### src/rtl/kvst_pkg.sv
// Shared types and constants for the key/value bucket sum table.
// Used by kvst_bucket_mod and key_value_sum_table; no dependencies.
`default_nettype none

package kvst_pkg;

   localparam int KEY_W       = 32;
   localparam int VALUE_W     = 32;
   localparam int SUM_W       = 64;
   localparam int COUNT_W     = 64;
   localparam int INDEX_OUT_W = 10;

   // Request operation codes
   typedef enum logic {
      FUNC_ACCUMULATE = 1'b0,
      FUNC_READ       = 1'b1
   } func_type;

   // Side fields that ride along with the key through the bucket pipeline
   typedef struct packed {
      func_type             func;
      logic [VALUE_W-1:0]   value;
      logic                 last;
   } item_type;

endpackage : kvst_pkg

`default_nettype wire

### src/rtl/kvst_bucket_mod.sv
// Three-stage pipeline that reduces a 32-bit key modulo a constant table size.
// Uses kvst_pkg. Quotient estimate by reciprocal multiply, then one correction step.
`default_nettype none

module kvst_bucket_mod
   import kvst_pkg::*;
#(
   parameter int DIVISOR = 1024
) (
   input  wire logic                                       clock,
   input  wire logic                                       reset,
   input  wire logic                                       enable,
   input  wire logic                                       in_valid,
   input  wire logic [KEY_W-1:0]                           in_key,
   input  wire item_type                                   in_item,
   output      logic                                       out_valid,
   output      logic [(DIVISOR > 1 ? $clog2(DIVISOR) : 1)-1:0] out_bucket,
   output      item_type                                   out_item
);

   localparam int IDX_W = (DIVISOR > 1) ? $clog2(DIVISOR) : 1;
   localparam int REM_W = IDX_W + 1;
   localparam int RECIP_W = KEY_W + 1;
   localparam int DIV_W = IDX_W + 1;
   // floor(2^32 / D): the estimate is the true quotient or one below it
   localparam logic [RECIP_W-1:0] RECIP = RECIP_W'((64'd1 << KEY_W) / DIVISOR);
   localparam logic [DIV_W-1:0]   DIV_C = DIV_W'(DIVISOR);
   localparam logic [REM_W-1:0]   DIV_R = REM_W'(DIVISOR);

   logic                  v1_ff, v2_ff, v3_ff;
   logic [2*KEY_W-1:0]    prod_ff;
   logic [KEY_W-1:0]      key1_ff;
   item_type              item1_ff, item2_ff, item3_ff;
   logic [REM_W-1:0]      rem_ff;
   logic [IDX_W-1:0]      bucket_ff;

   logic [KEY_W-1:0]      quot_est;
   logic [KEY_W-1:0]      quot_times_d;
   logic [REM_W-1:0]      rem_in;
   logic [IDX_W-1:0]      bucket_in;

   // Stage 2: remainder estimate, below twice the divisor
   always_comb begin
      quot_est     = prod_ff[2*KEY_W-1:KEY_W];
      quot_times_d = KEY_W'(quot_est * DIV_C);
      rem_in       = REM_W'(key1_ff - quot_times_d);
   end

   // Stage 3: single compare and subtract
   always_comb begin
      if (rem_ff >= DIV_R) begin
         bucket_in = IDX_W'(rem_ff - DIV_R);
      end else begin
         bucket_in = IDX_W'(rem_ff);
      end
   end

   // Valid chain
   always_ff @(posedge clock) begin
      if (reset) begin
         v1_ff <= 1'b0;
         v2_ff <= 1'b0;
         v3_ff <= 1'b0;
      end else if (enable) begin
         v1_ff <= in_valid;
         v2_ff <= v1_ff;
         v3_ff <= v2_ff;
      end
   end

   // Payload stages
   always_ff @(posedge clock) begin
      if (enable) begin
         prod_ff   <= (2*KEY_W)'(in_key * RECIP);
         key1_ff   <= in_key;
         item1_ff  <= in_item;
         rem_ff    <= rem_in;
         item2_ff  <= item1_ff;
         bucket_ff <= bucket_in;
         item3_ff  <= item2_ff;
      end
   end

   assign out_valid  = v3_ff;
   assign out_bucket = bucket_ff;
   assign out_item   = item3_ff;

endmodule : kvst_bucket_mod

`default_nettype wire

### config.mk
export PLATFORM = sky130hd
export DESIGN_NAME = kvst_bucket_mod
export DESIGN_NICKNAME = d
export VERILOG_FILES = /design/src/rtl/kvst_pkg.sv /design/src/rtl/kvst_bucket_mod.sv
export SDC_FILE = /design/constraint.sdc
export NUM_CORES = 1
export LEC_CHECK = 0
export BUFFER_PORTS_ARGS = -buffer_cell sky130_fd_sc_hd__buf_2
export CORE_ASPECT_RATIO = 0.75
export CORE_MARGIN = 4
export CORE_UTILIZATION = 40
export CTS_CLUSTER_SIZE = 40
export DETAILED_ROUTE_END_ITERATION = 6
export PLACE_DENSITY = 0.73
export SLEW_MARGIN = 10
export SYNTH_ARGS = -nofsm -noshare
export SYNTH_HDL_FRONTEND = slang
export SYNTH_SLANG_ARGS = --single-unit
### constraint.sdc
create_clock -name clock -period 1.22 [get_ports clock]
set_input_delay 0.244 -clock clock [delete_from_list [all_inputs] [get_ports clock]]
set_output_delay 0.244 -clock clock [all_outputs]
set_load 0.02 [all_outputs]
==> flow_summary.yaml, run 1 <==
synthesis:
  synth.top_cell.area_share_pct: 97.5
  yosys_warnings: 0
  yosysMostFrequentCell: "edfxtp_1"
  synth_edf_count: 132
  synth_cell_types: 4
  async_flop_share_pct: 0
  syn_area_sq_um: 4070
  synth-seq-area-share_pct: 99.0
  synthTopCellsByCount: "132 x edfxtp_1, 3 x dfxtp_1, 3 x mux2i_1, 3 x nor2_1"
  ys.flop_type: "edfxtp_1"
  ys_ff_latch: 135
  yosys-top-cells-area: "edfxtp_1 98%, dfxtp_1 1.5%, mux2i_1 0.74%"
  synth_nets: 211
  synth_top_area_cell: "edfxtp_1"
  avgSynthCellArea_sq_um: 28.8
  synth_cells: 141
clock_network:
  tritoncts: "done"
  htree_levels: 4
  path_clk_slew_ns: 0.05
  clock_latency_ns: 0.40
  clock-sinks: 135
  cts.path.max_buffers: 2
  numCtsBuffers: 17
  cts_root_buffer: "clkbuf_16"
hold_path:
  min_path_type: "primary input to register"
timing:
  report.final.hold_viol_count: 0
  postLayoutSetupSlackWorst_ns: 0.0146
  worst_pin_slew_ns: 0.285
  rsz0062_at_grt: "true"
  timing.hold.ws_ns: 0.0172
  finalClockSkew_ns: 0.00325
  setup_violations: 0
  finalCritPeriodShare_pct: 98.8
  slew_violations: 0
  fin_crit_ns: 1.21
  relSlewSlack_pct: 81.0
  max_freq_mhz: 830
  tns_ns: 0
critical_path:
  required_ns: 0.98
  slowest_stage: "edfxtp_1"
  cp_max_fo: 1
  end_kind: "output port"
  max_stage_delay_ns: 0.41
  setup.worst_path.class: "register to output port"
  worstPathCellList: "buf_6"
  crit_path_start_kind: "register"
  cpLargestDelayFamily: "flip-flops"
  cp.buffers_inverters: 1
  crit_arrival_ns: 0.96
detailed_routing:
  final_antenna_net_count: 0
  via_per_inst: 4.24
  vias: 1783
  routedWlPerCell_um: 14.4
  first_iter_violations: 108
  routed_wl_mm: 6.05
  drc: 0
  drt_pre_antenna_iters: 4
power_and_ir_drop:
  p_seq_share_pct: 51.9
  p_leak_nw: 2.12
  comb_power_share_pct: 4.5
  pwr-share-clk_pct: 43.6
  ir_worst_vdd_uv: 1280
  switching_power_w: 0.00204
  swShare_pct: 19.1
  cellPowerDensity_nw_per_um2: 1910
  power.internal_w: 0.00864
global_routing:
  grt_pass1_wl_mm: 9.32
  antenna_found_initial: 0
  grt_overflow: 0
  grt_pass1_vias: 1808
  track_usage_pct: 11.1
  grt_max_degree: 30
run_status:
  status: "finished, final reports clean"
finish:
  insertedDiodeCount: 0
  drive_above_1_share_pct: 43.6
  area_growth_pct: 37.6
  final_nets: 348
placed_design:
  dp_hpwl_mm: 3.81
  portBuffers: 92
  place_congestion: 0.688
  place_ws_ns: 0.126
floorplan:
  die_w_um: 124
  die_area_sq_um: 11900
  row_count: 31
  core_sq_um: 9770
  die_h_um: 95.3
  io_pins: 115
  initial_core_util_pct: 41.6
flow_run:
  drv_cap: 0
-- cell families after synthesis --
kind of cell	share of synthesized area, %
mux	0.739
flops	99.0
simple gates	0.277
-- power groups by stage --
stage / combinational (W) / clock [W] / sequential (W)
after global placement: 0.000412 / 0 / 0.00561
final: 0.000482 / 0.00465 / 0.00555
after CTS: 0.000453 / 0.00478 / 0.00555
after detailed placement: 0.000418 / 0 / 0.00564
after global routing: 0.000521 / 0.00503 / 0.00557
after floorplan: 0.00000614 / 0 / 0.00573
-- flip-flops by register name, indices dropped and copies added (netlist names) --
signal      count
rem_ff         10
key1_ff        10
item2_ff       34
item1_ff       34
v2_ff           1
out_item       34
out_bucket     10
v1_ff           1
out_valid       1
-- timing repair --
action	CTS	global route
endpoints found under the hold margin	9	8
gates resized for setup	8	22
endpoints found under the setup margin	6	16
setup buffers	0	0
pin swaps	0	0
gates cloned	0	0
hold buffers	9	8
-- placed cells by master, fill, tap and decap left out, drive strengths merged --
master	netlist	final
bufinv	0	2
mux2i	3	3
edfxtp	132	132
dlygate4sd3	0	17
dfxtp	3	3
nor2	3	3
buf	0	100
clkbuf	0	21
clkinv	0	7
clkinvlp	0	1
-- per-layer routing --
layer  global-route usage (%)  vias up  share of wire (%)  wire [um]
met5                        0        -                  0          0
met4                     6.02        0                1.4         82
met3                     8.17       12                 14        823
met2                     15.3       83                 44       2670
met1                     12.6      844                 41       2470
li1                         -      844                  -          -
-- final timing paths --
kind	from	to	slack (ns)	cells after the start
worst min register to register	item1_ff[11]	item2_ff[11]	0.41	0
worst max register to register	rem_ff[0]	out_bucket[0]	0.58	0
worst max-delay path	out_item[20]	out_item[20]	0.01	1
worst min-delay path	in_item[33]	item1_ff[33]	0.02	1
-- cell type report --
| class | instances | area (sq um) |
|---|---|---|
| timing repair buffer | 118 | 821 |
| fill | 755 | 4180 |
| tap | 132 | 165 |
| multi-input combinational | 6 | 41.3 |
| sequential | 135 | 4020 |
| clock inverter | 10 | 108 |
| clock buffer | 20 | 437 |
-- through the flow --
stage | cell area [sq um] | utilization, % | instances | total power, W
global placement | 4800 | 49.1 | 374 | 0.00603
floorplan | 4070 | - | 141 | 0.00574
CTS | 5460 | 55.8 | 413 | 0.0108
finish | 5600 | 57.2 | 421 | 0.0107
detailed placement | 4800 | 49.1 | 374 | 0.00605
global route | 5600 | 57.2 | 421 | 0.0111
(Power assumes the default switching activity.)
==> inputs of run 2 (changes only) <==
- BUFFER_PORTS_ARGS: -buffer_cell sky130_fd_sc_hd__buf_2 -> -buffer_cell sky130_fd_sc_hd__buf_4
==> flow_summary.yaml, run 2 (same netlist as run 1, synthesis figures left out) <==
finish:
  final_nets: 360
  layout_commonest_cell: "edfxtp_1"
  insertedDiodeCount: 0
  area_growth_pct: 45.3
  layout_common_cells: "132 x edfxtp_1, 80 x buf_4, 32 x dlygate4sd3_1, 17 x clkbuf_16, 14 x buf_6"
  drive_above_1_share_pct: 40.9
  finalInstanceArea_sq_um: 5910
power_and_ir_drop:
  p_leak_nw: 2.22
  cellPowerDensity_nw_per_um2: 1790
  power.total_w: 0.0106
  ir_worst_vdd_uv: 1440
timing:
  rsz0062_at_grt: "true"
  report.final.hold_viol_count: 0
  slew_violations: 0
  fin_crit_ns: 1.21
  setup_violations: 0
  timing.hold.ws_ns: 0.0212
  worst_pin_slew_ns: 0.178
  finalCritPeriodShare_pct: 99.1
  max_freq_mhz: 827
  tns_ns: 0
  relSlewSlack_pct: 88.1
  finalClockSkew_ns: 0.00457
clock_network:
  path_clk_slew_ns: 0.05
  tritoncts: "done"
  cts.path.max_buffers: 2
  numCtsBuffers: 17
  clock_latency_ns: 0.40
  htree_levels: 4
  clock-sinks: 135
  cts_root_buffer: "clkbuf_16"
detailed_routing:
  drt_pre_antenna_iters: 4
  routed_wl_mm: 6.36
  first_iter_violations: 157
  via_per_inst: 4.22
  vias: 1826
  final_antenna_net_count: 0
  drc: 0
  routedWlPerCell_um: 14.7
global_routing:
  antenna_found_initial: 0
  track_usage_pct: 11.5
  grt_pass1_vias: 1853
  grt_max_degree: 32
  grt_overflow: 0
  grt_pass1_wl_mm: 9.67
floorplan:
  die_h_um: 95.3
  io_pins: 115
  core_sq_um: 9770
  die_area_sq_um: 11900
  row_count: 31
  initial_core_util_pct: 41.6
  die_w_um: 124
critical_path:
  cp.buffers_inverters: 1
  crit_arrival_ns: 0.96
  end_kind: "output port"
  slowest_stage: "edfxtp_1"
  cp_max_fo: 1
  cpLargestDelayFamily: "flip-flops"
  worstPathCellList: "buf_6"
  setup.worst_path.class: "register to output port"
  max_stage_delay_ns: 0.41
  required_ns: 0.98
  crit_path_start_kind: "register"
run_status:
  status: "finished, final reports clean"
flow_run:
  drv_cap: 0
placed_design:
  dp_hpwl_mm: 3.93
  place_congestion: 0.709
  dpl-instance-area_sq_um: 5020
  portBuffers: 92
hold_path:
  min_path_type: "primary input to register"
[run 2: cell types whose count changed in the layout (fill, tap and decap cells not counted), sizes merged]
cell / before / now
buf: 100 / 98
clkinvlp: 1 / 4
clkbuf: 21 / 19
bufinv: 2 / 1
dlygate4sd3: 17 / 32
clkinv: 7 / 6
[run 2: metrics by stage]
step                      worst slack (ns)  instances  utilization (%)
final                               0.0111        433             60.4
after global routing               -0.0402        433             60.4
after CTS                          -0.0217        428             59.6
after detailed placement             0.180        371             51.3
after global placement               0.208        371             51.3
after floorplan                      0.527        141                -
[run 2: timing repair]
| action | CTS | global route |
|---|---|---|
| endpoints found under the hold margin | 28 | 5 |
| pin swaps | 0 | 0 |
| buffers inserted | 0 | 0 |
| hold buffers | 27 | 5 |
| setup endpoints to repair | 6 | 14 |
| gates resized for setup | 6 | 8 |
[run 2: cell type report]
class	count	area (sq um)
Sequential cell	135	4020
Fill cell	707	3870
Timing Repair Buffer	130	1160
Clock buffer	19	433
Tap cell	132	165
Clock inverter	11	86.3
Multi-Input combinational cell	6	41.3
[run 2: path summary, 6_finish.rpt]
kind                  from             to  slack (ns)  cells past startpoint
max          out_bucket[6]  out_bucket[6]        0.01                      1
min             in_item[4]    item1_ff[4]        0.02                      1
max reg2reg   item1_ff[22]   item2_ff[22]        0.57                      0
min reg2reg   item1_ff[15]   item2_ff[15]        0.41                      0
[run 2: layer usage]
| layer | vias up | routed length (um) | GRT usage, % |
|---|---|---|---|
| met4 | 0 | 65 | 5.47 |
| met2 | 87 | 2960 | 16.2 |
| met1 | 862 | 2540 | 12.3 |
| met5 | - | 0 | 0 |
| li1 | 869 | - | - |
| met3 | 8 | 796 | 9.52 |
[run 2: where the power goes]
part / switching (W) / internal [W]
logic: 0.000284 / 0.000315
registers: 0.0000842 / 0.00547
clock network: 0.00170 / 0.00274
total: 0.00207 / 0.00852
==> inputs of run 3 (changes only) <==
- ABC_AREA: default -> 1
- CELL_PAD_IN_SITES_DETAIL_PLACEMENT: default -> 1
- CELL_PAD_IN_SITES_GLOBAL_PLACEMENT: default -> 2
- PLACE_DENSITY: 0.73 -> 0.9
- REMOVE_ABC_BUFFERS: default -> 1
==> flow_summary.yaml, run 3 <==
synthesis:
  synth_top_area_cell: "edfxtp_1"
  yosys-top-cells-area: "edfxtp_1 97%, dfxtp_1 1.5%, nand2_1 0.55%"
  ys_ff_latch: 135
  ys.flop_type: "edfxtp_1"
  yosys_warnings: 0
  synthTopCellsByCount: "132 x edfxtp_1, 6 x nand2_1, 6 x nor2_1, 4 x inv_1, 3 x dfxtp_1"
  synth.top_cell.area_share_pct: 97.1
  async_flop_share_pct: 0
  synth_cells: 151
  avgSynthCellArea_sq_um: 27.0
  syn_area_sq_um: 4080
  synth_cell_types: 5
  yosysMostFrequentCell: "edfxtp_1"
  synth_edf_count: 132
  synth-seq-area-share_pct: 98.5
placed_design:
  portBuffers: 92
  place_ws_ns: 0.234
  place_congestion: 0.729
  dp_hpwl_mm: 4.46
critical_path:
  cp_max_fo: 1
  r2r_slack_ns: 0.56
  required_ns: 0.98
  crit_path_start_kind: "register"
  timing.rr.start: "v1_ff"
  r2r_cells: 4
  cpLargestDelayFamily: "flip-flops"
  setup.worst_path.class: "register to output port"
  slowest_stage: "edfxtp_1"
  r2r-end: "v2_ff"
  cp.buffers_inverters: 1
  worstPathCellList: "buf_6"
  end_kind: "output port"
  crit_arrival_ns: 0.97
  max_stage_delay_ns: 0.41
clock_network:
  path_clk_slew_ns: 0.06
  tritoncts: "done"
  cts.path.max_buffers: 2
  cts_root_buffer: "clkbuf_16"
  htree_levels: 4
  clock_latency_ns: 0.40
  clock-sinks: 135
  numCtsBuffers: 17
timing:
  setup_violations: 0
  slew_violations: 0
  postLayoutSetupSlackWorst_ns: 0.00796
  fin_crit_ns: 1.21
  timing.hold.ws_ns: 0.110
  worst_pin_slew_ns: 0.286
  report.final.hold_viol_count: 0
  rsz0062_at_grt: "true"
  max_freq_mhz: 825
  finalClockSkew_ns: 0.00627
  relSlewSlack_pct: 80.9
  finalCritPeriodShare_pct: 99.3
detailed_routing:
  drt_pre_antenna_iters: 4
  first_iter_violations: 146
  drc: 0
  routed_wl_mm: 7.38
  routedWlPerCell_um: 16.2
  vias: 1946
  via_per_inst: 4.29
  final_antenna_net_count: 0
floorplan:
  io_pins: 115
  core_sq_um: 9810
  die_h_um: 95.5
  row_count: 31
  die_area_sq_um: 11900
  initial_core_util_pct: 41.6
  die_w_um: 125
global_routing:
  use_met2_pct: 22.0
  grt_max_degree: 55
  met3_usage_pct: 7.84
  grt_util_met1_pct: 14.7
  track_usage_pct: 13.4
  grt_pass1_wl_mm: 11.4
  grt_overflow: 0
  grt_pass1_vias: 2092
  busiest_layer: "met2"
  antenna_found_initial: 0
finish:
  multiInputGateArea_sq_um: 45.0
  drive_above_1_share_pct: 37.9
  finish.utilization_pct: 62.8
  fillers: 812
  layout_commonest_cell: "edfxtp_1"
  layout_common_cells: "132 x edfxtp_1, 56 x buf_4, 44 x dlygate4sd3_1, 36 x buf_6, 17 x clkbuf_16"
  final_nets: 379
  insertedDiodeCount: 0
  ff_latch_area_sq_um: 4020
  area_growth_pct: 50.9
hold_path:
  hp-start: "reset"
  hold_end: "v2_ff"
  min_path_type: "primary input to register"
  hold_depth: 4
flow_run:
  drv_cap: 0
power_and_ir_drop:
  p_leak_nw: 2.35
  cellPowerDensity_nw_per_um2: 1820
  ir_worst_vdd_uv: 1120
run_status:
  status: "finished, final reports clean"
-- run 3: changes by cell type after synthesis --
cell     change
mux2i_1      -3
nor2_1       +3
inv_1        +4
nand2_1      +6
-- run 3: layout make-up --
| type | instances | share of cell area (%) |
|---|---|---|
| Sequential cell | 135 | 65.3 |
| Timing Repair Buffer | 139 | 21.5 |
| Clock buffer | 18 | 6.96 |
| Tap cell | 132 | 2.68 |
| Clock inverter | 14 | 2.56 |
| Multi-Input combinational cell | 12 | 0.731 |
| Inverter | 4 | 0.244 |
-- run 3: worst max path at each step --
| stage | from | endpoint | cells past startpoint |
|---|---|---|---|
| finish | out_item[7] | out_item[7] | 1 |
| global route | out_item[7] | out_item[7] | 1 |
| CTS | out_item[7] | out_item[7] | 1 |
| detailed placement | enable | item2_ff[25] | 2 |
| global placement | enable | out_item[25] | 2 |
| floorplan | out_bucket[0] | out_bucket[0] | 0 |
-- run 3: power by group --
part           switching (W)  internal (W)
logic               0.000301      0.000359
registers           0.000102       0.00547
clock network        0.00182       0.00319
-- run 3: metrics by stage --
step           std cells  total power [W]  instance area [sq um]  TNS (ns)
2_1_floorplan        151          0.00575                   4080         0
3_3_place_gp         378          0.00611                   5000         0
3_5_place_dp         378          0.00616                   5000         0
4_1_cts              448           0.0113                   6000   -0.0681
5_1_grt              454           0.0117                   6160    -0.457
6_report             454           0.0112                   6160         0
-- run 3: logic make-up (layout without fill, tap and decap cells) --
kind of cell	after synthesis	count (layout)	synth area share, %
buffers and inverters	4	175	0.368
flip-flops	135	135	98.5
AND/OR/NAND/NOR	12	12	1.10
-- run 3: routing by layer --
layer	wire length (um)	share of wire, %
met1	2840	38
met2	3810	52
met3	682	9.2
met4	51	0.69
met5	0	0
-- run 3: worst reg2reg max path, stage by stage, from the launching register on --
cell and delay (ns):
dfxtp_1 0.36, inv_1 0.05, nand2_1 0.05, nand2_1 0.05
nor2_1 0.09
-- run 3: what timing repair did --
| action | in CTS | in global routing |
|---|---|---|
| endpoints found under the setup margin | 9 | 37 |
| setup buffers | 0 | 0 |
| hold buffers | 38 | 6 |
| resized for setup | 9 | 26 |
| hold endpoints to repair | 38 | 6 |
